==> src/hw/rtl/ldt_pkg.sv <==
package ldt_pkg;

   localparam int COORD_W = 16;
   localparam int SIZE_W  = 15;
   localparam int WORK_W  = 18;   // holds x + w and any difference of those
   localparam int CNT_W   = 7;
   localparam int PRES_W  = 32;
   localparam int PIX_W   = 48;
   localparam int PROD_W  = 2 * SIZE_W;
   localparam int FUNC_W  = 3;

   typedef enum logic [FUNC_W-1:0] {
      FUNC_INVALIDATE     = 3'd0,
      FUNC_INVALIDATE_ALL = 3'd1,
      FUNC_ADD            = 3'd2,
      FUNC_REMOVE         = 3'd3,
      FUNC_MOVE           = 3'd4,
      FUNC_SET_VISIBLE    = 3'd5,
      FUNC_PRESENT        = 3'd6,
      FUNC_QUERY          = 3'd7
   } func_type;

   typedef enum logic {
      ALU_ADD,
      ALU_SUB
   } alu_op_type;

   typedef struct packed {
      alu_op_type        op;
      logic [WORK_W-1:0] a;
      logic [WORK_W-1:0] b;
   } alu_req_type;

   typedef struct packed {
      logic [WORK_W-1:0] res;
      logic              neg;
   } alu_rsp_type;

   typedef struct packed {
      logic [COORD_W-1:0] x;
      logic [COORD_W-1:0] y;
      logic [SIZE_W-1:0]  w;
      logic [SIZE_W-1:0]  h;
   } geom_type;

   function automatic logic [WORK_W-1:0] ext_coord(input logic [COORD_W-1:0] v);
      return {{(WORK_W-COORD_W){v[COORD_W-1]}}, v};
   endfunction

   function automatic logic [WORK_W-1:0] ext_size(input logic [SIZE_W-1:0] v);
      return {{(WORK_W-SIZE_W){1'b0}}, v};
   endfunction

endpackage

==> src/hw/rtl/ldt_ram.sv <==
module ldt_ram #(
   parameter int WIDTH = 8,
   parameter int DEPTH = 16
) (
   input  logic                                    clock,
   input  logic                                    we,
   input  logic [((DEPTH > 1) ? $clog2(DEPTH) : 1)-1:0] addr,
   input  logic [WIDTH-1:0]                        wdata,
   output logic [WIDTH-1:0]                        rdata
);

   logic [WIDTH-1:0] mem_ff [DEPTH];
   logic [WIDTH-1:0] rdata_ff;

   always_ff @(posedge clock) begin
      if (we) begin
         mem_ff[addr] <= wdata;
      end
      rdata_ff <= mem_ff[addr];
   end

   assign rdata = rdata_ff;

endmodule

==> src/hw/rtl/ldt_alu.sv <==
module ldt_alu
   import ldt_pkg::*;
(
   input  alu_req_type req,
   output alu_rsp_type rsp
);

   // single adder; subtract by inverting b and carrying in
   logic              sub;
   logic [WORK_W-1:0] b_eff;
   logic [WORK_W-1:0] sum;

   always_comb begin
      sub     = (req.op == ALU_SUB);
      b_eff   = sub ? ~req.b : req.b;
      sum     = req.a + b_eff + {{(WORK_W-1){1'b0}}, sub};
      rsp.res = sum;
      rsp.neg = sum[WORK_W-1];
   end

endmodule

==> src/hw/rtl/layer_damage_tracker_core.sv <==
// Layer damage tracker: one command per transfer, one result per command.
// Query, invalidate all and a disabled tracker go straight to the result strobe; add scans
// for the lowest free slot, one slot per cycle; invalidate, present, remove, set visible and
// move step on the shared 18-bit add/compare unit, one step a cycle.
// Next command is taken in the strobe cycle; the receiver cannot stall the strobe.
// Synchronous active-high reset empties the layer table, damage and counters.
module layer_damage_tracker_core
   import ldt_pkg::*;
#(
   parameter int LAYER_SLOTS = 16
) (
   input  logic                      clock,
   input  logic                      reset,

   // command channel
   input  logic                      start,
   output logic                      busy,
   input  logic [FUNC_W-1:0]         req_func,
   input  logic signed [COORD_W-1:0] req_rect_x,
   input  logic signed [COORD_W-1:0] req_rect_y,
   input  logic [SIZE_W-1:0]         req_rect_width,
   input  logic [SIZE_W-1:0]         req_rect_height,
   input  logic [5:0]                req_layer_index,
   input  logic                      req_make_visible,

   // result channel
   output logic                      rsp_valid,
   output logic [CNT_W-1:0]          rsp_layer_slot,
   output logic signed [COORD_W-1:0] rsp_region_x,
   output logic signed [COORD_W-1:0] rsp_region_y,
   output logic [SIZE_W-1:0]         rsp_region_width,
   output logic [SIZE_W-1:0]         rsp_region_height,
   output logic                      rsp_region_presented,
   output logic                      rsp_layer_visible,
   output logic [CNT_W-1:0]          rsp_layer_count,
   output logic [PRES_W-1:0]         rsp_present_count,
   output logic [PIX_W-1:0]          rsp_pixels_presented,

   // register port
   input  logic                      psel,
   input  logic                      penable,
   input  logic                      pwrite,
   input  logic [3:0]                paddr,
   input  logic [31:0]               pwdata,
   output logic [31:0]               prdata,
   output logic                      pready
);

   localparam int IDX_W = (LAYER_SLOTS > 1) ? $clog2(LAYER_SLOTS) : 1;
   localparam logic [CNT_W-1:0] SLOT_LIMIT = CNT_W'(LAYER_SLOTS);
   localparam logic [IDX_W-1:0] LAST_SLOT  = IDX_W'(LAYER_SLOTS - 1);

   typedef enum logic [1:0] {
      CSR_SCREEN_WIDTH,
      CSR_SCREEN_HEIGHT,
      CSR_ENABLED,
      CSR_SUSPENDED
   } csr_idx_type;

   // Sequencer steps. ST_R..ST_EB clip a rectangle against the screen and test it
   // for empty; ST_UL..ST_UB merge it with the held damage; ST_W/ST_H form the size.
   typedef enum logic [4:0] {
      ST_IDLE,
      ST_DECODE,
      ST_SCAN,
      ST_FETCH,
      ST_R,
      ST_B,
      ST_CR,
      ST_CB,
      ST_ER,
      ST_EB,
      ST_UL,
      ST_UT,
      ST_DR,
      ST_UR,
      ST_DB,
      ST_UB,
      ST_W,
      ST_H,
      ST_MUL,
      ST_ACC,
      ST_RESP
   } state_type;

   // ---------------------------------------------------------------------------------
   // Configuration registers
   // ---------------------------------------------------------------------------------
   logic [SIZE_W-1:0] screen_w_ff;
   logic [SIZE_W-1:0] screen_h_ff;
   logic              enabled_ff;
   logic              suspended_ff;
   logic              csr_write;
   csr_idx_type       csr_idx;

   assign pready    = 1'b1;
   assign csr_write = psel & penable & pwrite;
   assign csr_idx   = csr_idx_type'(paddr[3:2]);

   always_ff @(posedge clock) begin
      if (reset) begin
         screen_w_ff  <= SIZE_W'(1024);
         screen_h_ff  <= SIZE_W'(768);
         enabled_ff   <= 1'b1;
         suspended_ff <= 1'b0;
      end else if (csr_write) begin
         case (csr_idx)
            CSR_SCREEN_WIDTH:  screen_w_ff  <= pwdata[SIZE_W-1:0];
            CSR_SCREEN_HEIGHT: screen_h_ff  <= pwdata[SIZE_W-1:0];
            CSR_ENABLED:       enabled_ff   <= pwdata[0];
            CSR_SUSPENDED:     suspended_ff <= pwdata[0];
            default: ;
         endcase
      end
   end

   always_comb begin
      case (csr_idx)
         CSR_SCREEN_WIDTH:  prdata = {{(32-SIZE_W){1'b0}}, screen_w_ff};
         CSR_SCREEN_HEIGHT: prdata = {{(32-SIZE_W){1'b0}}, screen_h_ff};
         CSR_ENABLED:       prdata = {31'b0, enabled_ff};
         CSR_SUSPENDED:     prdata = {31'b0, suspended_ff};
         default:           prdata = '0;
      endcase
   end

   // ---------------------------------------------------------------------------------
   // Sequencer registers
   // ---------------------------------------------------------------------------------
   state_type          state_ff, state_in;

   // latched command
   func_type           func_ff, func_in;
   logic [COORD_W-1:0] rx_ff, rx_in;
   logic [COORD_W-1:0] ry_ff, ry_in;
   logic [SIZE_W-1:0]  rw_ff, rw_in;
   logic [SIZE_W-1:0]  rh_ff, rh_in;
   logic [5:0]         idx_ff, idx_in;
   logic               want_ff, want_in;

   // working set of the rectangle unit
   geom_type           src_ff, src_in;
   logic [WORK_W-1:0]  wl_ff, wl_in;
   logic [WORK_W-1:0]  wt_ff, wt_in;
   logic [WORK_W-1:0]  wr_ff, wr_in;
   logic [WORK_W-1:0]  wb_ff, wb_in;
   logic [WORK_W-1:0]  tmp_ff, tmp_in;
   logic               empty_ff, empty_in;
   logic               second_ff, second_in;       // move: new bounds still to damage
   logic               present_mode_ff, present_mode_in;
   logic [IDX_W-1:0]   scan_ff, scan_in;

   // block state
   logic [COORD_W-1:0]     dmg_x_ff, dmg_x_in;
   logic [COORD_W-1:0]     dmg_y_ff, dmg_y_in;
   logic [SIZE_W-1:0]      dmg_w_ff, dmg_w_in;
   logic [SIZE_W-1:0]      dmg_h_ff, dmg_h_in;
   logic [LAYER_SLOTS-1:0] occ_ff, occ_in;
   logic [LAYER_SLOTS-1:0] vis_ff, vis_in;
   logic [CNT_W-1:0]       used_ff, used_in;
   logic [PRES_W-1:0]      presents_ff, presents_in;
   logic [PIX_W-1:0]       pixels_ff, pixels_in;

   // presented region
   logic [COORD_W-1:0] out_x_ff, out_x_in;
   logic [COORD_W-1:0] out_y_ff, out_y_in;
   logic [SIZE_W-1:0]  out_w_ff, out_w_in;
   logic [SIZE_W-1:0]  out_h_ff, out_h_in;
   logic [PROD_W-1:0]  prod_ff, prod_in;
   logic [CNT_W-1:0]   slot_out_ff, slot_out_in;
   logic               presented_ff, presented_in;

   // result registers
   logic               rsp_valid_ff, rsp_valid_in;
   logic [CNT_W-1:0]   rsp_slot_ff, rsp_slot_in;
   logic [COORD_W-1:0] rsp_x_ff, rsp_x_in;
   logic [COORD_W-1:0] rsp_y_ff, rsp_y_in;
   logic [SIZE_W-1:0]  rsp_w_ff, rsp_w_in;
   logic [SIZE_W-1:0]  rsp_h_ff, rsp_h_in;
   logic               rsp_presented_ff, rsp_presented_in;
   logic               rsp_visible_ff, rsp_visible_in;

   // shared unit and slot table
   alu_req_type        alu_req;
   alu_rsp_type        alu_rsp;
   logic               ram_we;
   logic [IDX_W-1:0]   ram_addr;
   geom_type           ram_wdata;
   geom_type           ram_rdata;

   logic [IDX_W-1:0]   slot_sel;
   logic               idx_in_range;
   logic               slot_valid;

   ldt_alu u_alu (
      .req (alu_req),
      .rsp (alu_rsp)
   );

   // geometry of each slot; only read for occupied slots, so never cleared
   ldt_ram #(
      .WIDTH ($bits(geom_type)),
      .DEPTH (LAYER_SLOTS)
   ) u_slot_ram (
      .clock (clock),
      .we    (ram_we),
      .addr  (ram_addr),
      .wdata (ram_wdata),
      .rdata (ram_rdata)
   );

   assign slot_sel     = idx_ff[IDX_W-1:0];
   assign idx_in_range = ({1'b0, idx_ff} < SLOT_LIMIT);
   assign slot_valid   = idx_in_range && occ_ff[slot_sel];

   always_comb begin
      state_in         = state_ff;
      func_in          = func_ff;
      rx_in            = rx_ff;
      ry_in            = ry_ff;
      rw_in            = rw_ff;
      rh_in            = rh_ff;
      idx_in           = idx_ff;
      want_in          = want_ff;
      src_in           = src_ff;
      wl_in            = wl_ff;
      wt_in            = wt_ff;
      wr_in            = wr_ff;
      wb_in            = wb_ff;
      tmp_in           = tmp_ff;
      empty_in         = empty_ff;
      second_in        = second_ff;
      present_mode_in  = present_mode_ff;
      scan_in          = scan_ff;
      dmg_x_in         = dmg_x_ff;
      dmg_y_in         = dmg_y_ff;
      dmg_w_in         = dmg_w_ff;
      dmg_h_in         = dmg_h_ff;
      occ_in           = occ_ff;
      vis_in           = vis_ff;
      used_in          = used_ff;
      presents_in      = presents_ff;
      pixels_in        = pixels_ff;
      out_x_in         = out_x_ff;
      out_y_in         = out_y_ff;
      out_w_in         = out_w_ff;
      out_h_in         = out_h_ff;
      prod_in          = prod_ff;
      slot_out_in      = slot_out_ff;
      presented_in     = presented_ff;
      rsp_valid_in     = 1'b0;
      rsp_slot_in      = rsp_slot_ff;
      rsp_x_in         = rsp_x_ff;
      rsp_y_in         = rsp_y_ff;
      rsp_w_in         = rsp_w_ff;
      rsp_h_in         = rsp_h_ff;
      rsp_presented_in = rsp_presented_ff;
      rsp_visible_in   = rsp_visible_ff;

      alu_req.op = ALU_ADD;
      alu_req.a  = '0;
      alu_req.b  = '0;
      ram_we     = 1'b0;
      ram_addr   = slot_sel;        // prefetches the addressed slot during decode
      ram_wdata  = ram_rdata;

      case (state_ff)
         ST_IDLE: begin
            if (start) begin
               func_in  = func_type'(req_func);
               rx_in    = req_rect_x;
               ry_in    = req_rect_y;
               rw_in    = req_rect_width;
               rh_in    = req_rect_height;
               idx_in   = req_layer_index;
               want_in  = req_make_visible;
               state_in = ST_DECODE;
            end
         end

         ST_DECODE: begin
            slot_out_in     = (func_ff == FUNC_ADD) ? SLOT_LIMIT : '0;
            presented_in    = 1'b0;
            second_in       = 1'b0;
            present_mode_in = 1'b0;
            state_in        = ST_RESP;
            if (enabled_ff) begin
               case (func_ff)
                  FUNC_INVALIDATE: begin
                     src_in.x = rx_ff;
                     src_in.y = ry_ff;
                     src_in.w = rw_ff;
                     src_in.h = rh_ff;
                     state_in = ST_R;
                  end
                  FUNC_INVALIDATE_ALL: begin
                     dmg_x_in = '0;
                     dmg_y_in = '0;
                     dmg_w_in = screen_w_ff;
                     dmg_h_in = screen_h_ff;
                  end
                  FUNC_ADD: begin
                     scan_in  = '0;
                     state_in = ST_SCAN;
                  end
                  FUNC_REMOVE: begin
                     // table bits go now; the geometry stays readable for the damage pass
                     if (slot_valid) begin
                        occ_in[slot_sel] = 1'b0;
                        vis_in[slot_sel] = 1'b0;
                        used_in          = used_ff - 1'b1;
                        if (vis_ff[slot_sel]) begin
                           state_in = ST_FETCH;
                        end
                     end
                  end
                  FUNC_MOVE: begin
                     if (slot_valid) begin
                        state_in = ST_FETCH;
                     end
                  end
                  FUNC_SET_VISIBLE: begin
                     if (slot_valid && (vis_ff[slot_sel] != want_ff)) begin
                        vis_in[slot_sel] = want_ff;
                        state_in         = ST_FETCH;
                     end
                  end
                  FUNC_PRESENT: begin
                     if (!suspended_ff) begin
                        if ((dmg_w_ff == '0) || (dmg_h_ff == '0)) begin
                           dmg_w_in = '0;
                           dmg_h_in = '0;
                        end else begin
                           src_in.x        = dmg_x_ff;
                           src_in.y        = dmg_y_ff;
                           src_in.w        = dmg_w_ff;
                           src_in.h        = dmg_h_ff;
                           present_mode_in = 1'b1;
                           state_in        = ST_R;
                        end
                     end
                  end
                  default: ;
               endcase
            end
         end

         // lowest free slot, one per cycle
         ST_SCAN: begin
            ram_addr = scan_ff;
            if (!occ_ff[scan_ff]) begin
               ram_we          = 1'b1;
               ram_wdata.x     = rx_ff;
               ram_wdata.y     = ry_ff;
               ram_wdata.w     = rw_ff;
               ram_wdata.h     = rh_ff;
               occ_in[scan_ff] = 1'b1;
               vis_in[scan_ff] = 1'b0;
               used_in         = used_ff + 1'b1;
               slot_out_in     = CNT_W'(scan_ff);
               state_in        = ST_RESP;
            end else if (scan_ff == LAST_SLOT) begin
               state_in = ST_RESP;
            end else begin
               scan_in = scan_ff + 1'b1;
            end
         end

         // slot geometry is on ram_rdata here
         ST_FETCH: begin
            case (func_ff)
               FUNC_MOVE: begin
                  if ((ram_rdata.x == rx_ff) && (ram_rdata.y == ry_ff)) begin
                     state_in = ST_RESP;
                  end else begin
                     ram_we      = 1'b1;
                     ram_wdata.x = rx_ff;
                     ram_wdata.y = ry_ff;
                     src_in      = ram_rdata;
                     if (vis_ff[slot_sel]) begin
                        second_in = 1'b1;
                        state_in  = ST_R;
                     end else begin
                        state_in = ST_RESP;
                     end
                  end
               end
               default: begin
                  src_in   = ram_rdata;
                  state_in = ST_R;
               end
            endcase
         end

         ST_R: begin
            alu_req.a = ext_coord(src_ff.x);
            alu_req.b = ext_size(src_ff.w);
            wr_in     = alu_rsp.res;
            wl_in     = src_ff.x[COORD_W-1] ? '0 : ext_coord(src_ff.x);
            wt_in     = src_ff.y[COORD_W-1] ? '0 : ext_coord(src_ff.y);
            state_in  = ST_B;
         end

         ST_B: begin
            alu_req.a = ext_coord(src_ff.y);
            alu_req.b = ext_size(src_ff.h);
            wb_in     = alu_rsp.res;
            state_in  = ST_CR;
         end

         // right edge past the screen: clip
         ST_CR: begin
            alu_req.op = ALU_SUB;
            alu_req.a  = ext_size(screen_w_ff);
            alu_req.b  = wr_ff;
            if (alu_rsp.neg) begin
               wr_in = ext_size(screen_w_ff);
            end
            state_in = ST_CB;
         end

         ST_CB: begin
            alu_req.op = ALU_SUB;
            alu_req.a  = ext_size(screen_h_ff);
            alu_req.b  = wb_ff;
            if (alu_rsp.neg) begin
               wb_in = ext_size(screen_h_ff);
            end
            state_in = ST_ER;
         end

         // empty when right <= left
         ST_ER: begin
            alu_req.op = ALU_SUB;
            alu_req.a  = wl_ff;
            alu_req.b  = wr_ff;
            empty_in   = !alu_rsp.neg;
            state_in   = ST_EB;
         end

         ST_EB: begin
            alu_req.op = ALU_SUB;
            alu_req.a  = wt_ff;
            alu_req.b  = wb_ff;
            if (empty_ff || !alu_rsp.neg) begin
               if (present_mode_ff) begin
                  dmg_w_in = '0;
                  dmg_h_in = '0;
                  state_in = ST_RESP;
               end else if (second_ff) begin
                  second_in = 1'b0;
                  src_in.x  = rx_ff;
                  src_in.y  = ry_ff;
                  state_in  = ST_R;
               end else begin
                  state_in = ST_RESP;
               end
            end else if (!present_mode_ff && (dmg_w_ff != '0) && (dmg_h_ff != '0)) begin
               state_in = ST_UL;
            end else begin
               state_in = ST_W;
            end
         end

         // bounding union with held damage
         ST_UL: begin
            alu_req.op = ALU_SUB;
            alu_req.a  = ext_coord(dmg_x_ff);
            alu_req.b  = wl_ff;
            if (alu_rsp.neg) begin
               wl_in = ext_coord(dmg_x_ff);
            end
            state_in = ST_UT;
         end

         ST_UT: begin
            alu_req.op = ALU_SUB;
            alu_req.a  = ext_coord(dmg_y_ff);
            alu_req.b  = wt_ff;
            if (alu_rsp.neg) begin
               wt_in = ext_coord(dmg_y_ff);
            end
            state_in = ST_DR;
         end

         ST_DR: begin
            alu_req.a = ext_coord(dmg_x_ff);
            alu_req.b = ext_size(dmg_w_ff);
            tmp_in    = alu_rsp.res;
            state_in  = ST_UR;
         end

         ST_UR: begin
            alu_req.op = ALU_SUB;
            alu_req.a  = wr_ff;
            alu_req.b  = tmp_ff;
            if (alu_rsp.neg) begin
               wr_in = tmp_ff;
            end
            state_in = ST_DB;
         end

         ST_DB: begin
            alu_req.a = ext_coord(dmg_y_ff);
            alu_req.b = ext_size(dmg_h_ff);
            tmp_in    = alu_rsp.res;
            state_in  = ST_UB;
         end

         ST_UB: begin
            alu_req.op = ALU_SUB;
            alu_req.a  = wb_ff;
            alu_req.b  = tmp_ff;
            if (alu_rsp.neg) begin
               wb_in = tmp_ff;
            end
            state_in = ST_W;
         end

         // sizes are kept to 15 bits
         ST_W: begin
            alu_req.op = ALU_SUB;
            alu_req.a  = wr_ff;
            alu_req.b  = wl_ff;
            if (present_mode_ff) begin
               out_w_in = alu_rsp.res[SIZE_W-1:0];
            end else begin
               dmg_w_in = alu_rsp.res[SIZE_W-1:0];
            end
            state_in = ST_H;
         end

         ST_H: begin
            alu_req.op = ALU_SUB;
            alu_req.a  = wb_ff;
            alu_req.b  = wt_ff;
            if (present_mode_ff) begin
               out_h_in = alu_rsp.res[SIZE_W-1:0];
               out_x_in = wl_ff[COORD_W-1:0];
               out_y_in = wt_ff[COORD_W-1:0];
               state_in = ST_MUL;
            end else begin
               dmg_h_in = alu_rsp.res[SIZE_W-1:0];
               dmg_x_in = wl_ff[COORD_W-1:0];
               dmg_y_in = wt_ff[COORD_W-1:0];
               if (second_ff) begin
                  second_in = 1'b0;
                  src_in.x  = rx_ff;
                  src_in.y  = ry_ff;
                  state_in  = ST_R;
               end else begin
                  state_in = ST_RESP;
               end
            end
         end

         ST_MUL: begin
            prod_in  = PROD_W'(out_w_ff) * PROD_W'(out_h_ff);
            state_in = ST_ACC;
         end

         ST_ACC: begin
            pixels_in    = pixels_ff + PIX_W'(prod_ff);
            presents_in  = presents_ff + 1'b1;
            presented_in = 1'b1;
            dmg_x_in     = '0;
            dmg_y_in     = '0;
            dmg_w_in     = '0;
            dmg_h_in     = '0;
            state_in     = ST_RESP;
         end

         ST_RESP: begin
            rsp_valid_in     = 1'b1;
            rsp_slot_in      = slot_out_ff;
            rsp_presented_in = presented_ff;
            rsp_visible_in   = slot_valid && vis_ff[slot_sel];
            if (presented_ff) begin
               rsp_x_in = out_x_ff;
               rsp_y_in = out_y_ff;
               rsp_w_in = out_w_ff;
               rsp_h_in = out_h_ff;
            end else begin
               rsp_x_in = dmg_x_ff;
               rsp_y_in = dmg_y_ff;
               rsp_w_in = dmg_w_ff;
               rsp_h_in = dmg_h_ff;
            end
            state_in = ST_IDLE;
         end

         default: begin
            state_in = ST_IDLE;
         end
      endcase
   end

   always_ff @(posedge clock) begin
      func_in_latch: begin
         func_ff          <= func_in;
         rx_ff            <= rx_in;
         ry_ff            <= ry_in;
         rw_ff            <= rw_in;
         rh_ff            <= rh_in;
         idx_ff           <= idx_in;
         want_ff          <= want_in;
         src_ff           <= src_in;
         wl_ff            <= wl_in;
         wt_ff            <= wt_in;
         wr_ff            <= wr_in;
         wb_ff            <= wb_in;
         tmp_ff           <= tmp_in;
         empty_ff         <= empty_in;
         present_mode_ff  <= present_mode_in;
         scan_ff          <= scan_in;
         out_x_ff         <= out_x_in;
         out_y_ff         <= out_y_in;
         out_w_ff         <= out_w_in;
         out_h_ff         <= out_h_in;
         prod_ff          <= prod_in;
         slot_out_ff      <= slot_out_in;
         presented_ff     <= presented_in;
         rsp_slot_ff      <= rsp_slot_in;
         rsp_x_ff         <= rsp_x_in;
         rsp_y_ff         <= rsp_y_in;
         rsp_w_ff         <= rsp_w_in;
         rsp_h_ff         <= rsp_h_in;
         rsp_presented_ff <= rsp_presented_in;
         rsp_visible_ff   <= rsp_visible_in;
      end
      if (reset) begin
         state_ff     <= ST_IDLE;
         second_ff    <= 1'b0;
         dmg_x_ff     <= '0;
         dmg_y_ff     <= '0;
         dmg_w_ff     <= '0;
         dmg_h_ff     <= '0;
         occ_ff       <= '0;
         vis_ff       <= '0;
         used_ff      <= '0;
         presents_ff  <= '0;
         pixels_ff    <= '0;
         rsp_valid_ff <= 1'b0;
      end else begin
         state_ff     <= state_in;
         second_ff    <= second_in;
         dmg_x_ff     <= dmg_x_in;
         dmg_y_ff     <= dmg_y_in;
         dmg_w_ff     <= dmg_w_in;
         dmg_h_ff     <= dmg_h_in;
         occ_ff       <= occ_in;
         vis_ff       <= vis_in;
         used_ff      <= used_in;
         presents_ff  <= presents_in;
         pixels_ff    <= pixels_in;
         rsp_valid_ff <= rsp_valid_in;
      end
   end

   assign busy                 = (state_ff != ST_IDLE);
   assign rsp_valid            = rsp_valid_ff;
   assign rsp_layer_slot       = rsp_slot_ff;
   assign rsp_region_x         = rsp_x_ff;
   assign rsp_region_y         = rsp_y_ff;
   assign rsp_region_width     = rsp_w_ff;
   assign rsp_region_height    = rsp_h_ff;
   assign rsp_region_presented = rsp_presented_ff;
   assign rsp_layer_visible    = rsp_visible_ff;
   // counters only move while busy, so they hold through the strobe cycle
   assign rsp_layer_count      = used_ff;
   assign rsp_present_count    = presents_ff;
   assign rsp_pixels_presented = pixels_ff;

endmodule
==> config.mk <==
export PLATFORM = sky130hd
export DESIGN_NAME = layer_damage_tracker_core
export DESIGN_NICKNAME = d
export VERILOG_FILES = /design/src/hw/rtl/ldt_pkg.sv /design/src/hw/rtl/ldt_ram.sv /design/src/hw/rtl/ldt_alu.sv /design/src/hw/rtl/layer_damage_tracker_core.sv
export SDC_FILE = /design/constraint.sdc
export NUM_CORES = 2
export LEC_CHECK = 0
export ABC_AREA = 0
export ABC_CLOCK_PERIOD_IN_PS = 7100
export BUFFER_PORTS_ARGS = -buffer_cell sky130_fd_sc_hd__buf_2
export CORE_AREA = 2 2 377 379
export CTS_CLUSTER_DIAMETER = 40
export DETAILED_ROUTE_END_ITERATION = 8
export DIE_AREA = 0 0 379 381
export GPL_TIMING_DRIVEN = 0
export PLACE_DENSITY_LB_ADDON = 0.12
export SETUP_SLACK_MARGIN = 0.15
export SLEW_MARGIN = 5
export SYNTH_ARGS = -nofsm -noshare
export SYNTH_HDL_FRONTEND = slang
export SYNTH_HIERARCHICAL = 1
export SYNTH_SLANG_ARGS = --single-unit
==> constraint.sdc <==
create_clock -name clock -period 7.1 [get_ports clock]
set_input_delay 0.71 -clock clock [delete_from_list [all_inputs] [get_ports clock]]
set_output_delay 0.71 -clock clock [all_outputs]
set_load 0.01 [all_outputs]
; After elaboration in Yosys (flattened, before gate mapping)
; Memory sizes are Yosys's and may differ from the RTL's. A register that Yosys moved wholly into a read port is not among the register bits.
; Cells that the tools add are included.
[word_totals]
word_cells = 318
mem_count = 1
input_bits = 114
out_inout_bits = 193
ff_bits = 621
ramBits = 992
[mem_list]
columns = name, depth, width, rd, rd_ports_with_merged_regs, wr, line_no
row1 = u_slot_ram.mem_ff, 16, 62, 1, 1, 1, ldt_ram.sv:12  ; logic [WIDTH-1:0] mem_ff [DEPTH];
[classes]
n_reduce_logical = 56
multipliers = 1
mux = 123
n_addsub = 7
n_lt_le_gt_ge = 5
eq_ne = 65
bitwise_logic = 11
[ops]
columns = operator, count
row1 = $pmux W36 S14, 1
row2 = $mux W62, 6
row3 = $pmux W32 S4, 2
row4 = $mux W16, 14
row5 = $mux W15, 11
row6 = $mux W32, 5
row7 = $pmux W62 S2, 1
row8 = $pmux W15 S4, 2
row9 = $mux W18, 6
row10 = $pmux W18 S3, 2
row11 = $pmux W5 S20, 1
row12 = $pmux W16 S2, 3
row13 = $pmux W16 S3, 2
row14 = $mux W5, 19
row15 = $pmux W18 S2, 2
row16 = $pmux W32 S2, 1
row17 = $pmux W15 S2, 2
row18 = $pmux W30 S2, 1
row19 = $add A48 B30 Y48, 1
row20 = $and A16 B16 Y16, 3
row21 = $eq A5 B4 Y1 const B, 8
row22 = $mux W7, 5
row23 = $add A32 B1 Y32 const B, 1
row24 = $eq A16 B16 Y1, 2
row25 = 62 further kinds, 167

; Logic depth before layout (Yosys ltp)
[logic_depth]
depth_word = 10
mapped_depth = 25
depth_no_buf = 23

; By module
; Netlist, hierarchy kept.
[by_module_without_submodules]
columns = module, instances, area_per_inst_um2, cells_per_inst, seq_area_each_um2
row1 = ldt_ram, 1, 38374.3, 1599, 31029.8
row2 = layer_damage_tracker_core, 1, 37348.3, 3731, 16205.5
row3 = ldt_alu, 1, 1138.6, 155, 0.0

; Worst setup path before layout
; No wires, ideal clock.
[synth_timing]
kind = reg2reg
from = register scan_ff[0]
to = memory u_slot_ram/mem_ff[0][0] in the netlist's numbering, enable pin
period_less_slack_ns = 7.336
required_time_ns = 6.542
stages_incl_launch_ff = 9
path_buffers = 1
setup_slack_ns = -0.236
arrival_time_ns = 6.778
setup_ns = 0.558
cell_sequence = edfxtp_1 buf_2 mux4_2 mux4_2 nand2_1 nand4_2 inv_1 or3b_2 nor3_1
[synth_via]
elab_chain_cells = 6
word_cells_on_any_way = 7
classes_between = mux (7)
[synth_lines]
columns = item, line_no
row1 = start: declaration, layer_damage_tracker_core.sv:151  ; logic [IDX_W-1:0] scan_ff, scan_in;
row2 = start signal: assignment, layer_damage_tracker_core.sv:615  ; scan_ff <= scan_in;
row3 = $bmux W1 S4, layer_damage_tracker_core.sv:351  ; if (!occ_ff[scan_ff]) begin
row4 = $mux W1 (not written as such), layer_damage_tracker_core.sv:351
row5 = $mux W1, layer_damage_tracker_core.sv:351
row6 = $pmux W1 S2, layer_damage_tracker_core.sv:267  ; case (state_ff)
row7 = net ram_we, layer_damage_tracker_core.sv:186  ; logic ram_we;
row8 = $mux W1, ldt_ram.sv:16  ; if (we) begin
row9 = $mux W1 (not written as such), ldt_ram.sv:17  ; mem_ff[addr] <= wdata;
row10 = end: declaration, ldt_ram.sv:12
; The timed path passes the listed nets, and every way through them passes these cells. The select of a mux whose other input is x is not followed.

==> results.tsv <==
stage	metric	value	unit
critical_path	cp_max_fo	10	
critical_path	critical_path.max_stage_delay	0.52	ns
critical_path	worstPathArrival	7.54	ns
die	core_area	0.141	mm²
sta	setup_violations	0	
critical_path	cp.required	7.86	ns
critical_path	startpoint_type	flop	
routing	highest_layer	met5	
placement	place_congestion	0.982	
routing	drtIter0Drc	7278	
die	pin_count	307	
critical_path	cpMostUsedCell	clkbuf_1	
grt	grt_max_degree	39	
power	powerDensity	456	mW/mm²
die	dieHeight	381	µm
cts	cts.sinks	1667	
sta	period_minus_slack	6.79	ns
sta	setup_tns	0	ns
final_layout	final_common_cell	edfxtp_1	
critical_path	cp_top_family	simple AND/OR/NAND/NOR gates	
logic_synthesis	yosysSeqAreaShare	0.615	
power	p_sw	15800	µW
logic_synthesis	synthFlopType	edfxtp_1	
worst_hold_path	min-delay-path-class	in2reg	
final_layout	synthToLayoutAreaGrowth	17.5	%
sta	worstMarginPinSlew	1.37	ns
cts	clk_latency	0.86	ns
placement	pre_cts_slack	-0.420	ns
final_layout	multiInputGateArea	0.0273	mm²
cts	clkTransAtPathRegs	0.05	ns
routing	wl	239000	µm
final_layout	final_layout_size_suffix_gt1_frac	0.203	
critical_path	crit_type	reg2reg	
routing	met1Wirelength	91800	µm
status	status	finished with violations	
routing	drc	34	
critical_path	cp.buffers_inverters	5	
critical_path	path_cells	clkbuf_1 -> nor2b_1 -> and3_1 -> buf_2 -> nor2b_1 -> or2_2 -> clkbuf_1 -> clkbuf_1 -> a221oi_1 -> nand3_1 -> ha_1 -> a21oi_1 -> nand3_1 -> o21ai_1 -> nor3_1 -> nor3b_4 -> inv_1 -> nor2_1 -> nand2_1 -> o31ai_1 -> and3b_1 -> a31oi_1	
logic_synthesis	synth.distinct_cells	92	
routing	dr.pass1.iters	9	
sta	skew	0.0509	ns
power	p_clk_frac	0.259	
logic_synthesis	ys_ff_latch	1667	
sta	maxSlewHeadroom	0.0809	
logic_synthesis	netlist.area_leader.share	0.541	
sta	period_share	0.956	
power	comb_power_share	0.399	
final_layout	mostFrequentLayoutCells	edfxtp_1 (1385), nand2_1 (631), buf_2 (302), dfxtp_1 (282), inv_1 (274)	
routing	met3WireLength	24600	µm
grt	grt_antenna_before_repair	11	
sta	hold_viol	0	
sta	fin_ws	0.315	ns
logic_synthesis	synth_edf_count	1385	
power	internal_power	25400	µW
die	start_util	0.547	
routing	ant_nets	0	
critical_path	end_kind	flop	
die	die_area	0.144	mm²
placement	dp.cells	7750	
grt	overflow	0	
grt	track_usage	0.330	
routing	met2_length	112000	µm
power	vdd_ir_drop_max	0.000860	V
power	p_leak	0.0330	µW
placement	io_buffer_count	267	
status	violations	DRC	
sta	report.final.slew_viol_count	0	
cts	h-tree-depth	4	
logic_synthesis	synth_area_per_cell	14.0	µm²
final_layout	num-nets-final	6587	
logic_synthesis	ys_warn_count	6	
critical_path	slowest_stage	nor2b_1	
cts	cts.path.max_buffers	3	
routing	via_count	52100	
sta	rsz0062_at_grt	false	
routing	viasPerCell	6.33	
die	die_w	379	µm
grt	grt_pass1_vias	50200	
die	std_cell_rows	138	
grt	grt_first_pass_wirelength	343000	µm
final_layout	stdcell_count	8233	
final_layout	seq_area	0.0472	mm²
placement	hpwlAfterDp	171000	µm
cts	cts_tree	done	
job	cap_viol_max_count	0	
power	p_sw_frac	0.383	
routing	wire_per_inst	29.1	µm
sta	fmax	147	MHz
logic_synthesis	synth_area_leaders	edfxtp_1 (54%), mux4_2 (7.5%), dfxtp_1 (7.3%)	
logic_synthesis	syn-cell-area	0.0769	mm²
logic_synthesis	synth_top_area_cell	edfxtp_1	
power	p_seq_frac	0.341	
logic_synthesis	synth_cells	5485	
cts	clockRootBuffer	clkbuf_16	
final_layout	fill_cells	10400	
cts	cts_buffers	209	
logic_synthesis	async_flop_share	0	
-- power by group through the flow --
stage               logic, µW  registers [µW]  clock network, µW
floorplan               11000           13600                  0
finish                  16500           14100              10700
detailed placement      16100           14200                  0
CTS                     16300           14000              10800
global placement        15700           14300                  0
global route            18000           14100              11200
-- Yosys cell counts (all sizes together), types with 4 or more instances --
| library cell | number |
|---|---|
| a211o | 4 |
| a211oi | 47 |
| a21o | 44 |
| a21oi | 186 |
| a221oi | 18 |
| a222oi | 110 |
| a22o | 4 |
| a22oi | 194 |
| a311oi | 6 |
| a31oi | 70 |
| a41oi | 7 |
| and2 | 149 |
| and3 | 27 |
| buf | 110 |
| clkbuf | 232 |
| dfxtp | 282 |
| edfxtp | 1385 |
| fa | 170 |
| ha | 150 |
| inv | 276 |
| mux2 | 102 |
| mux2i | 22 |
| mux4 | 264 |
| nand2 | 632 |
| nand2b | 33 |
| nand3 | 145 |
| nand3b | 22 |
| nand4 | 36 |
| nor2 | 232 |
| nor2b | 31 |
| nor3 | 47 |
| nor3b | 7 |
| nor4 | 18 |
| o211ai | 21 |
| o21a | 9 |
| o21ai | 138 |
| o21bai | 7 |
| o22ai | 9 |
| o31ai | 6 |
| o32ai | 5 |
| or2 | 12 |
| or3 | 26 |
| xnor2 | 86 |
| xor2 | 62 |
-- final cells by class --
type / count / area share
flip-flops and latches: 1667 / 0.523
multi-input cells: 3217 / 0.303
clock buffers: 252 / 0.0627
repair buffers: 439 / 0.0390
well taps: 1890 / 0.0262
plain buffers: 342 / 0.0181
clock inverters: 144 / 0.0165
inverters: 277 / 0.0115
diodes: 5 / 0.000139
-- logic make-up (layout without fill, tap and decap cells) --
group                      after synthesis  after routing  synth area share
AOI/OAI and AO/OA                      910            910            0.0830
xor gates and xnor gates               148            148            0.0169
adders and majority gates              320            320            0.0687
buffers and inverters                  619           1454            0.0343
DFF                                   1667           1667             0.615
muxes                                  388            388            0.0957
other                                    2             25         0.0000977
and+or+nand+nor                       1431           1431            0.0868
-- sequential cells by signal, indices dropped and copies added (netlist names), 18 cells and up --
name / cells
tmp_ff: 18
rsp_present_count: 32
wb_ff: 18
rsp_pixels_presented: 48
wr_ff: 18
u_slot_ram/mem_ff: 992
u_slot_ram/rdata: 62
prod_ff: 30
src_ff: 62
-- routing by layer --
metal / vias to the layer above / GRT usage
met3: 589 / 0.0663
met4: 10 / 0.147
met2: 3138 / 0.514
li1: 22100 / -
met5: - / 0
met1: 26300 / 0.452
-- what timing repair did --
action,in CTS,in global routing
setup buffers,0,19
resized for setup,12,61
endpoints found under the hold margin,61,0
hold buffers,61,0
endpoints found under the setup margin,119,120
pin swaps,0,2
-- worst paths after layout --
check | from | end | slack, ns | cells after the start
min reg2reg | slot_out_ff[4] | rsp_layer_slot[4] | 0.43 | 0
min | req_rect_height[13] | rh_ff[13] | 0.04 | 1
max reg2reg | state_ff[4] | state_ff[1] | 0.31 | 22
max | state_ff[4] | state_ff[1] | 0.31 | 22
-- through the flow --
| stage | hold WS [ns] | total power (µW) | instance area [µm²] | utilization |
|---|---|---|---|---|
| floorplan | 0.400 | 24600 | 76900 | - |
| global placement | 0.404 | 30000 | 80600 | 0.574 |
| detailed placement | 0.414 | 30300 | 82200 | 0.585 |
| CTS | 0.000255 | 41100 | 90000 | 0.641 |
| global route | 0.0193 | 43200 | 90300 | 0.642 |
| finish | 0.0400 | 41200 | 90300 | 0.642 |
(Power assumes the default switching activity.)
